[config.mk]
export PLATFORM = sky130hd
export DESIGN_NAME = bpr_ctrl
export DESIGN_NICKNAME = d
export VERILOG_FILES = /design/src/design/bpr_pkg.sv /design/src/design/bpr_ctrl.sv
export SDC_FILE = /design/constraint.sdc
export NUM_CORES = 1
export LEC_CHECK = 0
export ABC_AREA = 1
export BUFFER_PORTS_ARGS = -buffer_cell sky130_fd_sc_hd__buf_4
export CAP_MARGIN = 20
export CORE_AREA = 2 2 39 41
export CTS_CLUSTER_SIZE = 8
export DETAILED_ROUTE_END_ITERATION = 12
export DIE_AREA = 0 0 41 43
export PLACE_DENSITY = 0.38
export SLEW_MARGIN = 20
export SYNTH_ARGS = -nofsm -noshare
export SYNTH_HDL_FRONTEND = slang
export SYNTH_SLANG_ARGS = --single-unit
[constraint.sdc]
create_clock -name i_clk -period 1.79 [get_ports i_clk]
set_input_delay 0.0895 -clock i_clk [delete_from_list [all_inputs] [get_ports i_clk]]
set_output_delay 0.0895 -clock i_clk [all_outputs]
set_load 0.02 [all_outputs]
[src/design/bpr_pkg.sv]
// bpr_pkg: shared types and codes for the bitmap rotate block.
// No dependencies; imported by the controller, the datapath and the top level.
package bpr_pkg;

    localparam int BYTE_W = 8;
    localparam int PIX_W  = 32;
    localparam int CFG_DW = 9;
    localparam int CFG_IW = 2;

    localparam logic FUNC_LOAD  = 1'b0;
    localparam logic FUNC_FETCH = 1'b1;

    localparam logic FMT_RGB24 = 1'b0;
    localparam logic FMT_RGB32 = 1'b1;

    localparam logic [CFG_IW-1:0] CFG_WIDTH  = 2'd0;
    localparam logic [CFG_IW-1:0] CFG_HEIGHT = 2'd1;
    localparam logic [CFG_IW-1:0] CFG_FORMAT = 2'd2;

    typedef struct packed {
        logic load;
        logic fetch;
        logic capture;
        logic cfg_wr;
    } t_cmd;

endpackage

[src/design/bpr_ctrl.sv]
// bpr_ctrl: handshake controller; sequences a fetch through the store read
// and the output register. Depends on bpr_pkg.
module bpr_ctrl (
    input  logic          i_clk,
    input  logic          i_rst_n,
    input  logic          i_s_valid,
    input  logic          i_s_func,
    input  logic          i_m_ready,
    input  logic          i_cfg_valid,
    output logic          o_s_ready,
    output logic          o_m_valid,
    output logic          o_cfg_ready,
    output bpr_pkg::t_cmd o_cmd
);
    import bpr_pkg::*;

    localparam logic [1:0] S_IDLE = 2'd0;
    localparam logic [1:0] S_READ = 2'd1;
    localparam logic [1:0] S_HOLD = 2'd2;

    logic [1:0] r_state, n_state;
    logic       r_m_valid, n_m_valid;
    logic       w_accept;
    logic       w_slot_free;
    logic       w_capture;

    assign o_s_ready   = (r_state == S_IDLE);
    assign o_cfg_ready = 1'b1;
    assign w_accept    = i_s_valid && o_s_ready;
    assign w_slot_free = !r_m_valid || i_m_ready;

    always_comb begin
        n_state   = r_state;
        w_capture = 1'b0;
        unique case (r_state)
            S_IDLE: begin
                if (w_accept && (i_s_func == FUNC_FETCH)) begin
                    n_state = S_READ;
                end
            end
            S_READ, S_HOLD: begin
                if (w_slot_free) begin
                    w_capture = 1'b1;
                    n_state   = S_IDLE;
                end else begin
                    n_state = S_HOLD;
                end
            end
            default: begin
                n_state = S_IDLE;
            end
        endcase
    end

    always_comb begin
        n_m_valid = r_m_valid;
        if (w_capture) begin
            n_m_valid = 1'b1;
        end else if (i_m_ready) begin
            n_m_valid = 1'b0;
        end
    end

    always_ff @(posedge i_clk) begin
        if (!i_rst_n) begin
            r_state   <= S_IDLE;
            r_m_valid <= 1'b0;
        end else begin
            r_state   <= n_state;
            r_m_valid <= n_m_valid;
        end
    end

    assign o_m_valid     = r_m_valid;
    assign o_cmd.load    = w_accept && (i_s_func == FUNC_LOAD);
    assign o_cmd.fetch   = w_accept && (i_s_func == FUNC_FETCH);
    assign o_cmd.capture = w_capture;
    assign o_cmd.cfg_wr  = i_cfg_valid && o_cfg_ready;

endmodule

## Word level (Yosys, flattened, before mapping)

Cells that the tools add are included.

| cells by class | value |
|---|---|
| equal/unequal tests | 3 |
| multiplexer cells | 7 |
| bitwise operators | 1 |
| reduce and logical (&&, ||, !) cells | 8 |

Operator list:

| kind | number |
|---|---|
| $mux W1 | 4 |
| $mux W2 | 2 |
| $pmux W2 S2 | 1 |
| $logic_and A1 B1 Y1 | 3 |
| $eq A2 B1 Y1 const B | 1 |
| $eq A2 B2 Y1 const B | 1 |
| $logic_not A2 Y1 | 1 |
| $ne A2 B1 Y1 const B | 1 |
| $reduce_bool A2 Y1 | 1 |
| $reduce_or A2 Y1 | 1 |
| $logic_not A1 Y1 | 1 |
| $logic_or A1 B1 Y1 | 1 |
| $not A1 Y1 | 1 |

| storage, ports and cells | value |
|---|---|
| bits in registers | 3 |
| input port bits | 6 |
| output and inout port bits | 7 |
| word-level logic and storage cells | 21 |

## Logic depth before layout (Yosys ltp)

| logic depth | value |
|---|---|
| word-level depth | 5 |
| depth in mapped cells | 6 |
| mapped depth without buffers | 6 |

## Worst setup path after synthesis

No wires, ideal clock.

| timing | value |
|---|---|
| kind | register to output |
| start point | register r_state[1] |
| end point | output port o_cmd[3] (netlist bit) |
| arrival | 1.074 ns |
| required time | 1.701 ns |
| path slack | 0.627 ns |
| cell stages (with the launch flop) | 5 |
| buffers on the path | 0 |
| cells stage by stage | dfxtp_1 inv_1 ha_1 nand2_1 nor2_1 |

RTL lines:

| item | RTL line | source |
|---|---|---|
| from (decl) | bpr_ctrl.sv:21 | `logic [1:0] r_state, n_state;` |
| from (signal assigned) | bpr_ctrl.sv:69 | `r_state <= n_state;` |
| to (decl) | bpr_ctrl.sv:13 | `output bpr_pkg::t_cmd o_cmd` |

==> results.ini <==
[clock_tree]
clk_pin_slew_ps=40
clockBufferDepth=2
numCtsBuffers=3
clkLatencyLatePin_ps=230
cts_resized=0
cts_max_level=1
cts_hold_buf=0
cts_root_buffer=clkbuf_4
post_cts_buffers=0
cts_sinks=3
cts_tree=done

[synthesis]
synth_enable_flop_cells=0
synth_most_common_cell=inv_1
synth.cell_area_sq_um=210
async_flop_share=0
synth_common_cells=inv_1, nand2_1, a21oi_1, nor2_1
synth_top_area_share=0.286
syn_inst=32
synth_cell_type_count=10
synth_flop_cell=dfxtp_1
synth_top_area_cell=dfxtp_1
synth-seq-area-share=0.286
syn_area_per_cell_sq_um=6.57
ys_warn_count=0
synthTopCellsByArea=dfxtp_1, inv_1, ha_1, buf_4, a21oi_1
syn-num-nets=40
ys_seq_elements=3

[sta]
fin_crit_ps=1320
post-route-period-util=0.738
fmax_ghz=0.757
finalSetupViolations=0
hold_viol_final=0
rsz0062_at_grt=no
tns_ps=0
fin_skew_ps=0.180
final_max_slew_viol_count=0

[worst_setup_path]
start_kind=flop
crit_type=reg -> out
cp_num_buf_inv=3
reg2reg_from=r_state[0]$_SDFFE_PN0P_
critPathLaunch=r_state[0]$_SDFFE_PN0P_
crit_chain=inv_1 -> ha_1 -> inv_1 -> a21oi_1 -> buf_4
crit_family=flip-flops
crit_top_cell=inv_1
cp.arrival_ps=1230
critPathSlowestCell=dfxtp_1
crit_path_end_kind=output pin
critPathMaxStageDelay_ps=340
path_max_fanout=3
worstPathRequired_ps=1700

[detailed_routing]
avgRoutedWirePerCell_microns=6.90
drc=0
wl_met2_microns=210
num_vias=204
top_layer_used=met3
routed_wl_microns=400
via_per_inst=3.52
wirelength_met1_microns=160
firstDrtPassIters=4
routed-wl-met3_microns=29
drtAntennaViolNets=0
initialDrtViolationCount=2

[job]
cap_violations=0

[floorplanning]
pin_count=13
core_area_sq_um=1380
num_rows=14
die_w_microns=41
die-area_sq_um=1760
initial_core_util=0.152
die_h_microns=43

[power]
p_per_area_nw_per_um2=1040
p_leak_nw=0.167
vdd_ir_drop_max_v=0.000218

[cells_and_area]
fillers=165
layout.cells.non_filler=58
area_delta_synth_final_pct=43.5
n_antenna_cell=0
drive_above_1_share=0.310
fin_nets=51

[global_route]
grt_max_degree=7
grt_overflow=0
track_usage=0.0621
grt_pass1_vias=182
antenna_found_initial=0
grt_first_pass_wirelength_microns=641

[run_status]
status=completed

[place]
port_buffers=9
gp_congestion=0.630
hpwl_microns=334
place_inst=54

[hold_path]
worstHoldPathType=in -> reg
hp-start=i_rst_n

worst paths after layout:
path / to / slack (ps) / depth (start not counted)
worst max-delay path: o_cmd[1] / 470 / 5
worst min-delay path: r_state[1]$_SDFFE_PN0P_ / 110 / 3
worst max register to register: r_state[1]$_SDFFE_PN0P_ / 740 / 6
worst min register to register: r_state[0]$_SDFFE_PN0P_ / 490 / 2
placed cells by master (no fill, tap or decap), drive strengths merged:
cell type | netlist | final
conb | 1 | 1
buf | 3 | 9
ha | 2 | 2
nand3 | 2 | 2
a21oi | 4 | 4
clkbuf | 0 | 4
nor2 | 4 | 4
dfxtp | 3 | 3
nand2 | 5 | 5
inv | 8 | 8
through the flow:
step	utilization	total power, mW	hold WS, ps	area [sq um]	setup slack (ps)
4_1_cts	0.218	0.321	105	302	447
5_1_grt	0.218	0.342	115	302	351
3_5_place_dp	0.199	0.198	179	275	704
6_report	0.218	0.312	106	302	469
2_1_floorplan	-	0.166	210	210	627
3_3_place_gp	0.199	0.200	179	275	709
registers in the layout (all words and copies together), names as in the netlist:
name	flops
o_m_valid	1
r_state	2
cell type report:
class	instances	area [sq um]	share of cell area
multi-input cells	18	97.6	0.324
repair buffers	9	67.6	0.224
flip-flops and latches	3	60.1	0.199
inverters	8	30.0	0.0996
clock buffers	4	26.3	0.0871
well taps	16	20.0	0.0664
worst register-to-register path, delay by kind of cell, from the launching register on:
kind | cells | cell delay (ps)
fa+ha+maj | 1 | 300
flops | 1 | 340
simple gates | 4 | 250
buf+inv | 1 | 50
logic make-up (layout without fill, tap and decap cells):
logic type      count (synthesis)  count (layout)  synth area share
flops                           3               3             0.286
simple gates                   11              11             0.232
compound gates                  4               4            0.0952
other cells                     1               1            0.0178
buf+inv                        11              21             0.250
fa+ha+maj                       2               2             0.119
where the power goes:
part           leakage, nW  internal [mW]  switching, mW
sequential          0.0247         0.0766        0.00548
clock               0.0150         0.0835         0.0342
combinational        0.128         0.0480         0.0646
routing by layer:
metal / global-route usage / vias to the layer above
met4: 0.0800 / 0
met1: 0.0543 / 89
li1: - / 109
met5: 0 / -
met2: 0.0844 / 6
met3: 0.0314 / 0
(Power assumes the default switching activity.)
